**config.mk**
```make
export PLATFORM = sky130hd
export DESIGN_NAME = block_average_change_detector
export DESIGN_NICKNAME = d
export VERILOG_FILES = /design/src/rtl/bacd_pkg.sv /design/src/rtl/block_average_change_detector.sv /design/src/rtl/bacd_accum.sv /design/src/rtl/bacd_divider.sv
export SDC_FILE = /design/constraint.sdc
export NUM_CORES = 1
export LEC_CHECK = 0
export BUFFER_PORTS_ARGS = -buffer_cell sky130_fd_sc_hd__buf_2
export CAP_MARGIN = 5
export CORE_ASPECT_RATIO = 1.1
export CORE_MARGIN = 8
export CORE_UTILIZATION = 30
export CTS_BUF_LIST = sky130_fd_sc_hd__clkbuf_8 sky130_fd_sc_hd__clkbuf_16
export DETAILED_ROUTE_END_ITERATION = 16
export PLACE_DENSITY = 0.49
export SYNTH_ARGS = -nofsm -noshare
export SYNTH_HDL_FRONTEND = slang
export SYNTH_SLANG_ARGS = --single-unit
```
**constraint.sdc**
```tcl
create_clock -name clk -period 10.9 [get_ports clk]
set_input_delay 2.18 -clock clk [delete_from_list [all_inputs] [get_ports clk]]
set_output_delay 2.18 -clock clk [all_outputs]
set_load 0.005 [all_outputs]
```
**src/rtl/bacd_pkg.sv**
```systemverilog
// Shared types and constants of the block average change detector.
package bacd_pkg;

  localparam int SAMPLE_BITS = 12;
  localparam int MAX_BLOCK_DEFAULT = 128;

  localparam int OP_W = 2;
  localparam int S_TDATA_W = 16;
  localparam int M_TDATA_W = 56;
  localparam int M_FIELDS_W = 4 * SAMPLE_BITS + 4;

  localparam int CFG_INDEX_W = 2;
  localparam int CFG_DATA_W = 12;
  localparam int BLOCK_LEN_W = 8;
  localparam int THRESHOLD_W = 12;
  localparam int PRIME_W = 8;

  localparam logic [SAMPLE_BITS-1:0] SAMPLE_MASK = '1;
  localparam logic [BLOCK_LEN_W-1:0] BLOCK_LEN_RESET = 8'd10;
  localparam logic [THRESHOLD_W-1:0] THRESHOLD_RESET = 12'd500;
  localparam logic [PRIME_W-1:0] PRIME_RESET = 8'd5;

  typedef enum logic [OP_W-1:0] {
    OP_SAMPLE = 2'd0,
    OP_TICK   = 2'd1,
    OP_REARM  = 2'd2
  } op_t;

  typedef enum logic [CFG_INDEX_W-1:0] {
    REG_BLOCK_LEN = 2'd0,
    REG_THRESHOLD = 2'd1,
    REG_PRIME     = 2'd2
  } reg_index_t;

  typedef enum logic [1:0] {
    ST_IDLE,
    ST_DIVIDE,
    ST_DETECT
  } state_t;

  typedef struct packed {
    logic busy;
    logic done;
  } div_status_t;

endpackage

```
**src/rtl/block_average_change_detector.sv**
```systemverilog
// Top level of the block average change detector.
//
//  Channel  Direction  Handshake             Payload
//  s        in         s_tvalid / s_tready   s_tdata: sample; s_tuser: op
//  m        out        m_tvalid / m_tready   m_tdata: averages, min, max, flags
//  cfg      in         cfg_we                cfg_index, cfg_data
//
// A tick, re-arm or sample that does not end a block goes straight to the detect state.
// A sample that ends a block first passes through the divide state, where the bit-serial
// divider produces one quotient bit per cycle, and then reaches the detect state.
// Reset is synchronous and active high; afterwards the block accepts an item at once.
// A new item is taken while the previous result waits in the output register; a stalled
// output holds the finished result in the detect state until the register frees up.
module block_average_change_detector #(
  parameter int MAX_BLOCK = bacd_pkg::MAX_BLOCK_DEFAULT
) (
  input  logic                              clk,
  input  logic                              rst,
  input  logic                              s_tvalid,
  output logic                              s_tready,
  // s_tdata from bit 0: sample[11:0], zero padding
  input  logic [bacd_pkg::S_TDATA_W-1:0]    s_tdata,
  // s_tuser from bit 0: op[1:0]
  input  logic [bacd_pkg::OP_W-1:0]         s_tuser,
  output logic                              m_tvalid,
  input  logic                              m_tready,
  // m_tdata from bit 0: average, prev_average, block_min, block_max (12 bits each),
  // block_done, detect_pulse, detect_latched, primed, zero padding
  output logic [bacd_pkg::M_TDATA_W-1:0]    m_tdata,
  input  logic                              cfg_we,
  input  logic [bacd_pkg::CFG_INDEX_W-1:0]  cfg_index,
  input  logic [bacd_pkg::CFG_DATA_W-1:0]   cfg_data
);

  localparam int SB = bacd_pkg::SAMPLE_BITS;
  localparam int CNT_W = $clog2(MAX_BLOCK + 1);
  localparam int SUM_W = SB + $clog2(MAX_BLOCK);

  bacd_pkg::state_t state;
  bacd_pkg::state_t state_next;
  bacd_pkg::op_t    op;

  logic [bacd_pkg::BLOCK_LEN_W-1:0] block_len;
  logic [bacd_pkg::THRESHOLD_W-1:0] change_threshold;
  logic [bacd_pkg::PRIME_W-1:0]     prime_seconds;
  logic [bacd_pkg::PRIME_W-1:0]     prime_countdown;
  logic                             output_latch;
  logic                             block_done;
  logic [SB-1:0]                    current_average;
  logic [SB-1:0]                    reference_average;
  logic [SB-1:0]                    published_min;
  logic [SB-1:0]                    published_max;

  logic [SB-1:0] out_average;
  logic [SB-1:0] out_prev;
  logic [SB-1:0] out_min;
  logic [SB-1:0] out_max;
  logic          out_done;
  logic          out_pulse;
  logic          out_latched;
  logic          out_primed;

  logic                  accept;
  logic                  sample_en;
  logic                  div_start;
  logic                  commit;
  logic                  out_free;
  logic [CNT_W-1:0]      len;
  logic                  acc_complete;
  logic [SUM_W-1:0]      acc_sum;
  logic [SB-1:0]         acc_min;
  logic [SB-1:0]         acc_max;
  bacd_pkg::div_status_t div_status;
  logic [SUM_W-1:0]      quotient;
  logic [SB-1:0]         diff;
  logic                  primed;
  logic                  hit;

  assign op        = bacd_pkg::op_t'(s_tuser);
  assign s_tready  = (state == bacd_pkg::ST_IDLE);
  assign accept    = s_tvalid && s_tready;
  assign sample_en = accept && (op == bacd_pkg::OP_SAMPLE);
  assign div_start = sample_en && acc_complete;
  assign out_free  = !m_tvalid || m_tready;

  // A zero length counts as one; a length beyond the block capacity saturates.
  always_comb begin
    if (block_len == '0) begin
      len = CNT_W'(1);
    end else if (32'(block_len) > MAX_BLOCK) begin
      len = CNT_W'(MAX_BLOCK);
    end else begin
      len = CNT_W'(block_len);
    end
  end

  bacd_accum #(
    .CNT_W (CNT_W),
    .SUM_W (SUM_W)
  ) u_accum (
    .clk       (clk),
    .rst       (rst),
    .sample_en (sample_en),
    .sample    (s_tdata[SB-1:0]),
    .len       (len),
    .complete  (acc_complete),
    .total     (acc_sum),
    .blk_min   (acc_min),
    .blk_max   (acc_max)
  );

  bacd_divider #(
    .DIVIDEND_W (SUM_W),
    .DIVISOR_W  (CNT_W)
  ) u_divider (
    .clk      (clk),
    .rst      (rst),
    .start    (div_start),
    .dividend (acc_sum),
    .divisor  (len),
    .status   (div_status),
    .quotient (quotient)
  );

  // The detection check runs on the state that the item's op has already updated.
  assign diff   = (reference_average > current_average) ?
                  (reference_average - current_average) :
                  (current_average - reference_average);
  assign primed = (prime_countdown == '0);
  assign hit    = primed && (diff > change_threshold);

  always_ff @(posedge clk) begin
    if (rst) begin
      state <= bacd_pkg::ST_IDLE;
    end else begin
      state <= state_next;
    end
  end

  always_comb begin
    state_next = state;
    commit     = 1'b0;
    unique case (state)
      bacd_pkg::ST_IDLE: begin
        if (accept) begin
          state_next = div_start ? bacd_pkg::ST_DIVIDE : bacd_pkg::ST_DETECT;
        end
      end
      bacd_pkg::ST_DIVIDE: begin
        if (div_status.done) begin
          state_next = bacd_pkg::ST_DETECT;
        end
      end
      bacd_pkg::ST_DETECT: begin
        if (out_free) begin
          commit     = 1'b1;
          state_next = bacd_pkg::ST_IDLE;
        end
      end
      default: begin
        state_next = bacd_pkg::ST_IDLE;
      end
    endcase
  end

  always_ff @(posedge clk) begin
    if (rst) begin
      block_len         <= bacd_pkg::BLOCK_LEN_RESET;
      change_threshold  <= bacd_pkg::THRESHOLD_RESET;
      prime_seconds     <= bacd_pkg::PRIME_RESET;
      prime_countdown   <= bacd_pkg::PRIME_RESET;
      output_latch      <= 1'b0;
      block_done        <= 1'b0;
      current_average   <= '0;
      reference_average <= '0;
      published_min     <= bacd_pkg::SAMPLE_MASK;
      published_max     <= '0;
      m_tvalid          <= 1'b0;
    end else begin
      if (cfg_we) begin
        unique case (cfg_index)
          bacd_pkg::REG_BLOCK_LEN: block_len <= cfg_data[bacd_pkg::BLOCK_LEN_W-1:0];
          bacd_pkg::REG_THRESHOLD: change_threshold <= cfg_data[bacd_pkg::THRESHOLD_W-1:0];
          bacd_pkg::REG_PRIME:     prime_seconds <= cfg_data[bacd_pkg::PRIME_W-1:0];
          default: ;
        endcase
      end

      if (accept) begin
        block_done <= div_start;
        unique case (op)
          bacd_pkg::OP_TICK: begin
            if (!primed) begin
              prime_countdown <= prime_countdown - bacd_pkg::PRIME_W'(1);
            end
          end
          bacd_pkg::OP_REARM: begin
            prime_countdown <= prime_seconds;
            output_latch    <= 1'b0;
          end
          default: ;
        endcase
        if (div_start) begin
          reference_average <= current_average;
          published_min     <= acc_min;
          published_max     <= acc_max;
        end
      end

      if (div_status.done) begin
        current_average <= quotient[SB-1:0];
      end

      if (commit) begin
        m_tvalid <= 1'b1;
        if (hit) begin
          output_latch      <= 1'b1;
          reference_average <= current_average;
        end
      end else if (m_tready) begin
        m_tvalid <= 1'b0;
      end
    end
  end

  always_ff @(posedge clk) begin
    if (commit) begin
      out_average <= current_average;
      out_prev    <= hit ? current_average : reference_average;
      out_min     <= published_min;
      out_max     <= published_max;
      out_done    <= block_done;
      out_pulse   <= hit;
      out_latched <= hit || output_latch;
      out_primed  <= primed;
    end
  end

  assign m_tdata = {(bacd_pkg::M_TDATA_W - bacd_pkg::M_FIELDS_W)'(0),
                    out_primed, out_latched, out_pulse, out_done,
                    out_max, out_min, out_prev, out_average};

endmodule

```
**src/rtl/bacd_accum.sv**
```systemverilog
// Running count, sum, minimum and maximum of the block being collected.
module bacd_accum #(
  parameter int CNT_W = 8,
  parameter int SUM_W = 19
) (
  input  logic                             clk,
  input  logic                             rst,
  input  logic                             sample_en,
  input  logic [bacd_pkg::SAMPLE_BITS-1:0] sample,
  input  logic [CNT_W-1:0]                 len,
  output logic                             complete,
  output logic [SUM_W-1:0]                 total,
  output logic [bacd_pkg::SAMPLE_BITS-1:0] blk_min,
  output logic [bacd_pkg::SAMPLE_BITS-1:0] blk_max
);

  logic [CNT_W-1:0]                 count;
  logic [SUM_W-1:0]                 sum;
  logic [bacd_pkg::SAMPLE_BITS-1:0] run_min;
  logic [bacd_pkg::SAMPLE_BITS-1:0] run_max;
  logic [CNT_W-1:0]                 count_inc;

  // The count stays below the largest length in use, so the increment cannot wrap.
  assign count_inc = count + CNT_W'(1);
  assign total     = sum + SUM_W'(sample);
  assign blk_min   = (sample < run_min) ? sample : run_min;
  assign blk_max   = (sample > run_max) ? sample : run_max;
  // A length lowered mid-block ends the block at once.
  assign complete  = (count_inc >= len);

  always_ff @(posedge clk) begin
    if (rst) begin
      count   <= '0;
      sum     <= '0;
      run_min <= bacd_pkg::SAMPLE_MASK;
      run_max <= '0;
    end else if (sample_en) begin
      if (complete) begin
        count   <= '0;
        sum     <= '0;
        run_min <= bacd_pkg::SAMPLE_MASK;
        run_max <= '0;
      end else begin
        count   <= count_inc;
        sum     <= total;
        run_min <= blk_min;
        run_max <= blk_max;
      end
    end
  end

endmodule

```
**src/rtl/bacd_divider.sv**
```systemverilog
// Bit-serial restoring divider: one quotient bit per cycle.
module bacd_divider #(
  parameter int DIVIDEND_W = 19,
  parameter int DIVISOR_W = 8
) (
  input  logic                       clk,
  input  logic                       rst,
  input  logic                       start,
  input  logic [DIVIDEND_W-1:0]      dividend,
  input  logic [DIVISOR_W-1:0]       divisor,
  output bacd_pkg::div_status_t      status,
  output logic [DIVIDEND_W-1:0]      quotient
);

  localparam int STEP_W = $clog2(DIVIDEND_W);

  logic [DIVIDEND_W-1:0] dq;
  logic [DIVISOR_W-1:0]  rem;
  logic [DIVISOR_W-1:0]  dvs;
  logic [STEP_W-1:0]     step;
  logic                  busy;
  logic                  done;
  logic [DIVISOR_W:0]    rem_shift;
  logic [DIVISOR_W:0]    rem_sub;
  logic                  fits;

  // The dividend leaves the top of the shift register while quotient bits enter the bottom.
  assign rem_shift = {rem, dq[DIVIDEND_W-1]};
  assign fits      = (rem_shift >= {1'b0, dvs});
  assign rem_sub   = rem_shift - {1'b0, dvs};

  always_ff @(posedge clk) begin
    if (rst) begin
      busy <= 1'b0;
      done <= 1'b0;
      step <= '0;
    end else begin
      done <= 1'b0;
      if (start) begin
        busy <= 1'b1;
        step <= STEP_W'(DIVIDEND_W - 1);
      end else if (busy) begin
        if (step == '0) begin
          busy <= 1'b0;
          done <= 1'b1;
        end else begin
          step <= step - STEP_W'(1);
        end
      end
    end
  end

  always_ff @(posedge clk) begin
    if (start) begin
      dq  <= dividend;
      rem <= '0;
      dvs <= divisor;
    end else if (busy) begin
      dq  <= {dq[DIVIDEND_W-2:0], fits};
      rem <= fits ? rem_sub[DIVISOR_W-1:0] : rem_shift[DIVISOR_W-1:0];
    end
  end

  assign status.busy = busy;
  assign status.done = done;
  assign quotient    = dq;

endmodule

```
Word level (Yosys, flattened, before mapping)
Index checks and enable logic that the tools add are counted.
Widths: inputs -> output; s select.

word-level totals
  register bits after elaboration = 234
  output and inout port bits = 58
  bits of input ports = 37

operators by class
  reduce and logical (&&, ||, !) cells = 26
  eq/ne operators = 11
  magnitude comparators = 7
  $add $sub $neg = 7
  bitwise gates (word level) = 2
  muxes and demuxes = 39

operators by type and width
  operator             number
  $mux 12              10
  $mux 19              3
  $mux 8               5
  $gt 12x12->1         3
  $sub 12x12->12       2
  $add 19x12->19       1
  $logic_not 8->1      2
  $pmux 8 s2           1
  $mux 5               3
  $lt 12x12->1         1
  $mux 1               12
  $reduce_and 2->1     6
  $ge 9x8->1           1
  $add 8x1->8 const B  1
  $ge 8x8->1           1
  $gt 8x8->1 const B   1
  $mux 2               4
  $sub 8x1->8 const B  1
  $sub 8x8->8          1
  $eq 2x1->1 const B   3
  $eq 2x2->1 const B   3
  $logic_not 2->1      3
  $ne 2x2->1 const B   3
  $pmux 2 s3           1
  11 further kinds     20

Longest topological paths before layout
Gate-level depths: netlist of run 1.

  word-level depth = 9
  gate-level depth with buffers = 21

Hierarchy
Synthesis of run 1 repeated with hierarchy kept, for this count alone.

second synthesis, totals
  cells, all modules = 1,379
  area, all modules = 12,822.3 µm²

modules (own cells, without submodules)
  module                         sequential area each (µm²)  times used  cells an instance  area each (µm²)
  block_average_change_detector  3,343.2                     1           688                6,702.7
  bacd_accum                     1,021.0                     1           516                4,017.6
  bacd_divider                   1,111.1                     1           175                2,102.0

Worst setup path before layout of run 1
Ideal clock, no wire load.

  path type = input -> register
  start point = input port m_tready
  end point = register reference_average[10]
  setup time = 0.128 ns
  stages = 6
  arrival = 5.334 ns
  path slack = 5.438 ns
  cell sequence = nor2b_1 nor2_1 a31oi_4 buf_6 mux2i_1 nor2_1

between the ends
  cells in the longest elaborated chain, start to end = 4

ends and longest elaborated chain
  what                  RTL line                              RTL
  from (decl)           block_average_change_detector.sv:26   input logic m_tready,
  $logic_or 1x1->1      block_average_change_detector.sv:84   assign out_free = !m_tvalid || m_tready;
  $mux 1                block_average_change_detector.sv:155  if (out_free) begin
  $mux 1                block_average_change_detector.sv:143  unique case (state)
  via commit            block_average_change_detector.sv:66   logic commit;
  $mux 12               block_average_change_detector.sv:214  if (commit) begin
  to (signal assigned)  block_average_change_detector.sv:204  reference_average <= current_average;
  to (signal assigned)  block_average_change_detector.sv:218  reference_average <= current_average;
  to (decl)             block_average_change_detector.sv:50   logic [SB-1:0] reference_average;

The timed path passes the listed nets, and every way through them passes these cells.
A chain may end at the register's enable or synchronous reset.

Worst setup path in the final report of run 1
  start point = register current_average[2]
  end point = register out_prev[3], data pin

between the ends
  cells in the longest elaborated chain, start to end = 5
  elaborated cells between the ends (all ways) = 7

ends and longest elaborated chain
  what                                    RTL line                              RTL
  from (decl)                             block_average_change_detector.sv:49   logic [SB-1:0] current_average;
  from (signal assigned)                  block_average_change_detector.sv:211  current_average <= quotient[SB-1:0];
  $sub 12x12->12 (tied with other cells)  block_average_change_detector.sv:128  (current_average - reference_average);
  $mux 12 (*)                             block_average_change_detector.sv:126  assign diff = (reference_average > current_average) ?
  $gt 12x12->1 (*)                        block_average_change_detector.sv:130  assign hit = primed && (diff > change_threshold);
  $logic_and 1x1->1 (*)                   block_average_change_detector.sv:130
  $mux 12 (*)                             block_average_change_detector.sv:229  out_prev <= hit ? current_average : reference_average;
  to (signal assigned)                    block_average_change_detector.sv:229
  to (decl)                               block_average_change_detector.sv:55   logic [SB-1:0] out_prev;

Mark *: on every way between the ends. The rest lies on a longest branch, timed or not.

==> results of run 1 <==
## per-stage QoR
stage	area [um2]	power [mW]	instances
4_1_cts	14300	2.19	1938
6_report	14300	2.15	1938
3_5_place_dp	13300	1.20	1886
5_1_grt	14300	2.25	1938
2_1_floorplan	12400	1.13	1305
3_3_place_gp	13300	1.19	1886
## power breakdown
part / switching [mW] / internal [mW]
Sequential: 0.0163 / 0.927
Clock: 0.377 / 0.600
Combinational: 0.139 / 0.0939
Total: 0.531 / 1.62
## metal layers
layer  global-route usage  part of all wire
met1                0.160              0.48
met5                    0                 0
met2                0.204              0.46
met4               0.0302             0.021
met3               0.0228             0.043
## kinds of logic (layout without fill, tap and decap cells)
| family | after synthesis | count (layout) | share of synthesized area |
|---|---|---|---|
| xor gates and xnor gates | 40 | 40 | 0.0282 |
| other | 1 | 4 | 0.000302 |
| buffers and inverters | 179 | 252 | 0.0611 |
| DFF | 234 | 234 | 0.440 |
| adders and majority gates | 95 | 95 | 0.0980 |
| and+or+nand+nor | 380 | 380 | 0.144 |
| AOI/OAI and AO/OA | 299 | 299 | 0.168 |
| muxes | 74 | 74 | 0.0598 |
## cell usage in the layout (no fill, tap or decap), types with 11 or more instances in the layout
| cell | count |
|---|---|
| dfxtp_1 | 155 |
| nand2_1 | 95 |
| buf_2 | 85 |
| o21ai_0 | 61 |
| a21oi_1 | 85 |
| a21o_1 | 28 |
| a211o_1 | 12 |
| nor3_1 | 40 |
| nand3b_1 | 21 |
| inv_1 | 107 |
| edfxtp_1 | 79 |
| xor2_1 | 21 |
| mux2i_1 | 72 |
| xnor2_1 | 19 |
| ha_1 | 91 |
| nor4_1 | 17 |
| and3_1 | 11 |
| buf_4 | 11 |
| clkbuf_16 | 31 |
| nand3_1 | 19 |
| a211oi_1 | 28 |
| nor2_1 | 125 |
## how the worst min path moves through the flow
stage	startpoint	endpoint	slack (ns)
floorplan	block_done	out_done	0.41
global placement	block_done	out_done	0.42
detailed placement	published_min[3]	out_min[3]	0.42
CTS	published_max[10]	out_max[10]	0.43
global route	published_max[10]	out_max[10]	0.44
finish	published_max[10]	out_max[10]	0.43
## final cells by class
| cell class | count | area share |
|---|---|---|
| multi-input combinational | 892 | 0.436 |
| sequential | 234 | 0.384 |
| clock buffer | 34 | 0.0572 |
| tap | 560 | 0.0491 |
| timing repair buffer | 96 | 0.0356 |
| inverter | 104 | 0.0273 |
| clock inverter | 18 | 0.0116 |
## worst reg2reg max path: stages, from the launching register on
cell and delay [ns]:
dfxtp_1 0.44, inv_1 0.09, ha_1 0.46, a211oi_1 0.12, nor2_1 0.21, o41ai_2 0.10
o22ai_1 0.62, buf_4 0.30, mux2i_1 0.29, a21oi_1 0.12, xnor2_1 0.15, ha_1 0.30
nand4_1 0.15, a211o_1 0.30, o211ai_1 0.20, nand2_1 0.58, o21ai_0 0.49
==> impl_metrics.yaml, run 1 <==
status:
  outcome: "finished clean"
die:
  fp.dieH_um: 230
  die_area_mm2: 0.0482
  ioPinCount: 95
  start_util: 0.303
  core.rowCount: 78
  die_w_um: 210
  core-area_mm2: 0.0411
layout:
  antenna_cells: 0
  fill_cells: 4214
  final_util: 0.347
  layout.nets: 1488
  drive_gt1_frac: 0.129
  area_growth_pct: 14.8
  multi_input_area_mm2: 0.00622
  regArea_mm2: 0.00548
routing:
  drt-initial-drc-count: 451
  drt-vias-per-instance: 4.80
  num_vias: 9305
  wirelength_mm: 30.4
  wl_per_cell_um: 15.7
  drc_errors: 0
  drt_first_pass_iters: 5
  ant_nets: 0
worst_setup_path:
  worst-path-max-fanout: 26
  critPathTopFamily: "compound AO/OA/AOI/OAI gates"
  cp_common_cell: "ha_1"
  reg2reg_depth: 16
  crit_buf_inv: 2
  cp.arrival_ns: 5.46
  timing.rr.end: "out_prev[3]"
  critical_path_class: "reg -> reg"
  crit_path_max_incr_delay_ns: 0.62
  crit_cells: 16
  cp_slowest_cell: "o22ai_1"
  crit_path_start: "current_average[2]"
  crit_end: "out_prev[3]"
  cp-start-kind: "flop"
  critPathRequiredTime_ns: 11.23
  ff2ff_setup_slack_ns: 5.77
  path_cells: "inv_1 > ha_1 > a211oi_1 > nor2_1 > o41ai_2 > o22ai_1 > buf_4 > mux2i_1 > a21oi_1 > xnor2_1 > ha_1 > nand4_1 > a211o_1 > o211ai_1 > nand2_1 > o21ai_0"
  end_kind: "flop"
  reg2reg_from: "current_average[2]"
logic_synthesis:
  synth_flop_cell: "dfxtp_1"
  async_flop_share: 0
  ys_top_cells_by_area: "dfxtp_1 (25%), edfxtp_1 (19%), ha_1 (9.2%)"
  seq_area_frac_synth: 0.440
  synth_cells: 1302
  ys_types: 75
  yosys_warnings: 0
  synth_edf_count: 79
  yosysTopAreaCell: "dfxtp_1"
  synth_top_area_frac: 0.250
  synth_area_mm2: 0.0124
  synth.most_common_cell: "dfxtp_1"
  ys_top_cells_by_count: "dfxtp_1 (155), nor2_1 (126), inv_1 (101)"
  yosys_register_bits: 234
  avgSynthCellArea_um2: 9.55
clocking:
  cts_sinks: 234
  clk_path_buf_depth: 3
  ctsResizeCount: 0
  cts-root-buf: "clkbuf_16"
  cts_made_buffers: 28
  htreeDepth: 1
  cts_setup_buffers: 0
  clk_transition_reported_paths_ns: 0.06
  holdBufCountCts: 0
  cts_tree: "done"
  insertion_delay_ns: 0.54
hold_path:
  hold_depth: 0
  hold_class: "reg -> reg"
global_route:
  grt_first_pass_wirelength_mm: 48.8
  grt_pass1_vias: 9093
  grt_use_total: 0.122
  overflow: 0
  grt_max_degree: 87
  antenna_found_initial: 0
pwr:
  ir_worst_vdd_mv: 0.0936
  power_density_mw_per_mm2: 151
  leakagePower_nw: 5.83
sta:
  slew_violations: 0
  hold_slack_ns: 0.431
  setup_viol: 0
  fmax_ghz: 0.195
  timing.setup.tns_ns: 0
  worst_pin_slew_ns: 1.05
  finalWorstSetupSlack_ns: 5.77
  fin_crit_sh: 0.470
  grt_setup_unrepaired: "false"
  clock_skew_ns: 0.0117
  period_needed_ns: 5.13
  slew_headroom: 0.300
  hold_viol_final: 0
placement:
  io_buffers: 86
  dp_hpwl_mm: 21.2
  pre_cts_slack_ns: 5.64
  gp_congestion: 0.792
job:
  cap_violations: 0
Note: power is estimated with default switching activity, not from simulation.
==> inputs of run 2 (changes only) <==
Settings changed: ABC_AREA set to 1.
Clock period 10.9 ns to 5.3 ns, I/O delays scaled along.
==> impl_metrics.yaml, run 2 <==
layout:
  regArea_mm2: 0.00548
  multi_input_area_mm2: 0.00617
  finalNonFillerCells: 2342
  final_common_cell: "nand2_1"
  final_cell_mix: "nand2_1 (485), inv_1 (221), dfxtp_1 (155), a21oi_1 (143), nor2_1 (130)"
  layout.nets: 1885
  drive_gt1_frac: 0.0913
  final_util: 0.349
  antenna_cells: 0
  area_growth_pct: 15.2
  fill_cells: 4492
logic_synthesis:
  synth_top_area_frac: 0.243
  async_flop_share: 0
  synth_edf_count: 79
  avgSynthCellArea_um2: 7.57
  yosysTopAreaCell: "dfxtp_1"
  synth_area_mm2: 0.0128
  yosys_register_bits: 234
  yosys_warnings: 0
  synth_flop_cell: "dfxtp_1"
  synth.most_common_cell: "nand2_1"
  ys_top_cells_by_area: "dfxtp_1 (24%), edfxtp_1 (19%), nand2_1 (14%)"
  seq_area_frac_synth: 0.429
  ys_top_cells_by_count: "nand2_1 (485), inv_1 (216), dfxtp_1 (155)"
  synth_cells: 1685
  ys_types: 43
worst_setup_path:
  end_kind: "flop"
  crit_cells: 20
  reg2reg_depth: 20
  worst-path-max-fanout: 25
  crit_buf_inv: 4
  cp_common_cell: "nand2_1"
  critical_path_class: "reg -> reg"
  critPathRequiredTime_ns: 5.57
  crit_path_max_incr_delay_ns: 0.47
  critPathTopFamily: "simple AND/OR/NAND/NOR gates"
  cp.arrival_ns: 4.31
  cp_slowest_cell: "ha_1"
  path_cells: "inv_1 > ha_1 > nand2_1 > nor2_1 > nand2_1 > nand2_1 > nand2_1 > nand3_1 > nand2_1 > inv_1 > nand2_1 > nand2_1 > inv_1 > ha_1 > nand4_1 > nor2_1 > nand2_1 > a31oi_2 > buf_4 > o21ai_0"
  cp-start-kind: "flop"
status:
  outcome: "finished clean"
routing:
  num_vias: 10700
  wirelength_mm: 33.4
  drt-initial-drc-count: 470
  drc_errors: 0
  wl_per_cell_um: 14.3
  drt-vias-per-instance: 4.57
  ant_nets: 0
  drt_first_pass_iters: 5
placement:
  place_inst: 2290
  dp_hpwl_mm: 24.5
  io_buffers: 86
  gp_congestion: 0.869
pwr:
  ir_worst_vdd_mv: 0.247
  power.total_mw: 4.57
  leakagePower_nw: 6.88
  power_density_mw_per_mm2: 311
clocking:
  cts_made_buffers: 28
  cts_sinks: 234
  htreeDepth: 1
  cts-root-buf: "clkbuf_16"
  cts_tree: "done"
  cts_setup_buffers: 0
  clk_transition_reported_paths_ns: 0.06
  holdBufCountCts: 0
  clk_path_buf_depth: 3
  ctsResizeCount: 0
  insertion_delay_ns: 0.56
sta:
  timing.setup.tns_ns: 0
  fin_crit_sh: 0.763
  fmax_ghz: 0.247
  hold_slack_ns: 0.430
  worst_pin_slew_ns: 1.03
  slew_violations: 0
  setup_viol: 0
  grt_setup_unrepaired: "false"
  period_needed_ns: 4.04
  clock_skew_ns: 0.0217
  slew_headroom: 0.306
  hold_viol_final: 0
global_route:
  grt_pass1_vias: 10400
  grt_use_total: 0.133
  overflow: 0
  antenna_found_initial: 0
  grt_max_degree: 57
  grt_first_pass_wirelength_mm: 53.5
die:
  ioPinCount: 95
  fp.dieH_um: 232
  start_util: 0.303
  core-area_mm2: 0.0421
  core.rowCount: 79
  die_w_um: 213
  die_area_mm2: 0.0494
hold_path:
  hold_class: "reg -> reg"
  hold_depth: 0
job:
  cap_violations: 0
run 2: logic make-up after synthesis:
| group | Yosys count | share of synthesized area |
|---|---|---|
| DFF | 234 | 0.429 |
| adders and majority gates | 95 | 0.0955 |
| other | 1 | 0.000294 |
| buffers and inverters | 282 | 0.0894 |
| and+or+nand+nor | 781 | 0.252 |
| AOI/OAI and AO/OA | 249 | 0.104 |
| xor gates and xnor gates | 43 | 0.0295 |
run 2: final timing paths:
check                     startpoint          end  slack, ns
hold reg to reg           block_done     out_done       0.43
hold / removal            block_done     out_done       0.43
setup reg to reg  current_average[6]  out_prev[4]       1.26
setup / recovery  current_average[6]  out_prev[4]       1.26
run 2: where the power goes:
part | switching [mW] | total, mW | internal, mW
Clock | 0.787 | 2.04 | 1.25
Sequential | 0.0338 | 1.95 | 1.92
Combinational | 0.378 | 0.575 | 0.197
run 2: per-stage QoR:
stage / instance area [um2] / setup slack [ns]
CTS: 14700 / 1.21
detailed placement: 13700 / 1.25
global route: 14700 / 0.792
global placement: 13700 / 1.25
finish: 14700 / 1.26
floorplan: 12800 / 0.989
run 2: layout make-up:
type | instances | share of cell area
multi-input cells | 1172 | 0.420
flip-flops and latches | 234 | 0.373
clock buffers | 36 | 0.0567
inverters | 219 | 0.0562
well taps | 567 | 0.0483
repair buffers | 98 | 0.0354
clock inverters | 16 | 0.0111
run 2: per-layer routing:
layer | part of all wire | up-vias | global-route usage
met5 | 0 | - | 0
met4 | 0.020 | 0 | 0.0380
met3 | 0.044 | 49 | 0.0209
met2 | 0.48 | 169 | 0.231
met1 | 0.46 | 4912 | 0.169
li1 | - | 5564 | -
==> inputs of run 3 (changes only) <==
Clock period 5.3 ns to 4.2 ns, I/O delays scaled along.
==> impl_metrics.yaml, run 3 (same netlist as run 2, synthesis figures left out) <==
status:
  outcome: "finished clean"
global_route:
  met2_usage: 0.238
  overflow: 0
  grtUsageMet1: 0.169
  grt_max_degree: 54
  grt_pass1_vias: 10400
  grt_first_pass_wirelength_mm: 54.0
  grt_use_total: 0.134
  busiest_layer: "met2"
  grt_use_met3: 0.0201
  antenna_found_initial: 0
clocking:
  clk_path_buf_depth: 3
  clk_transition_reported_paths_ns: 0.06
  htreeDepth: 1
  cts_tree: "done"
  insertion_delay_ns: 0.53
  cts-root-buf: "clkbuf_16"
  ctsResizeCount: 0
  holdBufCountCts: 0
  cts_made_buffers: 27
  cts_sinks: 234
  cts_setup_buffers: 0
sta:
  hold_viol_final: 0
  grt_setup_unrepaired: "false"
  period_needed_ns: 3.73
  slew_headroom: 0.344
  worst_pin_slew_ns: 0.977
  setup_viol: 0
  clock_skew_ns: 0.00747
  fin_crit_sh: 0.889
  fmax_ghz: 0.268
  slew_violations: 0
  timing.setup.tns_ns: 0
placement:
  place_inst: 2298
  gp_congestion: 0.853
  io_buffers: 86
  dp_hpwl_mm: 25.0
routing:
  drt_first_pass_iters: 5
  num_vias: 10600
  drt-vias-per-instance: 4.53
  drc_errors: 0
  wl_per_cell_um: 14.2
  ant_nets: 0
  drt-initial-drc-count: 450
  wirelength_mm: 33.3
hold_path:
  min_from: "published_max[8]"
  hold_class: "reg -> reg"
layout:
  finalNonFillerCells: 2347
  final_common_cell: "nand2_1"
  final_cell_mix: "nand2_1 (485), inv_1 (224), dfxtp_1 (155), a21oi_1 (143), nor2_1 (130)"
  antenna_cells: 0
  drive_gt1_frac: 0.0910
  layout.nets: 1892
  area_growth_pct: 14.9
  fill_cells: 4512
worst_setup_path:
  path_cells: "inv_1 > ha_1 > nand2_1 > inv_2 > nand2_1 > nand2_1 > nand2_1 > nand2_1 > nand2_1 > nand3_1 > nand2_1 > inv_1 > nand2_1 > nand2_1 > inv_1 > ha_1 > nand4_1 > nor2_1 > nand2_1 > nand2_1 > a31oi_2 > buf_12 > o21ai_0"
  worst-path-max-fanout: 26
  crit_path_start: "current_average[2]"
  cp_slowest_cell: "ha_1"
  end_kind: "flop"
  reg2reg_from: "current_average[2]"
  crit_buf_inv: 5
  cp-start-kind: "flop"
  critPathRequiredTime_ns: 4.50
  cp.arrival_ns: 4.03
  critPathTopFamily: "simple AND/OR/NAND/NOR gates"
  cp_common_cell: "nand2_1"
  crit_path_max_incr_delay_ns: 0.43
  critical_path_class: "reg -> reg"
pwr:
  ir_worst_vdd_mv: 0.301
  leakagePower_nw: 6.87
  power_density_mw_per_mm2: 376
die:
  fp.dieH_um: 232
  die_area_mm2: 0.0494
  ioPinCount: 95
  core.rowCount: 79
  core-area_mm2: 0.0421
  start_util: 0.303
  die_w_um: 213
job:
  cap_violations: 0
run 3: cell types whose count changed in the layout (fill, tap and decap cells not counted), sizes merged:
cell / before / now
clkinv: 5 / 7
buf: 98 / 106
bufinv: 3 / 2
clkinvlp: 1 / 2
clkbuf: 36 / 31
run 3: layout make-up:
type | instances | area (um2) | area share
Sequential cell | 234 | 5480 | 0.374
Multi-Input combinational cell | 1172 | 6170 | 0.421
Tap cell | 567 | 709 | 0.0484
Timing Repair Buffer | 106 | 593 | 0.0405
Clock buffer | 31 | 742 | 0.0506
Inverter | 219 | 826 | 0.0564
Clock inverter | 18 | 136 | 0.00931
run 3: through the flow:
step / util / total power [mW] / hold WS, ns / instance area [um2] / worst slack, ns
global route: 0.348 / 5.81 / 0.441 / 14600 / 0.125
floorplan: - / 3.03 / 0.409 / 12800 / 0.109
CTS: 0.348 / 5.61 / 0.435 / 14600 / 0.493
detailed placement: 0.327 / 3.26 / 0.419 / 13800 / 0.500
finish: 0.348 / 5.51 / 0.434 / 14600 / 0.467
global placement: 0.327 / 3.25 / 0.415 / 13800 / 0.552
run 3: worst paths after layout:
check / to / slack (ns) / cells past startpoint
worst min-delay path: out_max[8] / 0.43 / 0
worst max-delay path: out_prev[4] / 0.47 / 23
worst min register to register: out_max[8] / 0.43 / 0
worst max register to register: out_prev[4] / 0.47 / 23
run 3: per-layer routing:
| layer | vias to the layer above | part of all wire |
|---|---|---|
| li1 | 5580 | - |
| met1 | 4863 | 0.45 |
| met2 | 149 | 0.49 |
| met3 | 33 | 0.041 |
| met4 | 0 | 0.016 |
| met5 | - | 0 |
run 3: worst register-to-register path, cell delays in order, from the launching register on:
cell and delay, ns:
dfxtp_1 0.42, inv_1 0.10, ha_1 0.43, nand2_1 0.14, inv_2 0.07, nand2_1 0.05, nand2_1 0.09, nand2_1 0.05
nand2_1 0.10, nand2_1 0.06, nand3_1 0.07, nand2_1 0.06, inv_1 0.25, nand2_1 0.09, nand2_1 0.10, inv_1 0.05
ha_1 0.30, nand4_1 0.14, nor2_1 0.16, nand2_1 0.06, nand2_1 0.10, a31oi_2 0.06, buf_12 0.17, o21ai_0 0.36
run 3: where the power goes:
group          leakage (nW)  internal, mW  switching (mW)  total (mW)
Combinational          4.45         0.253           0.479       0.731
Clock                 0.457          1.38           0.940        2.32
Sequential             1.96          2.42          0.0437        2.47
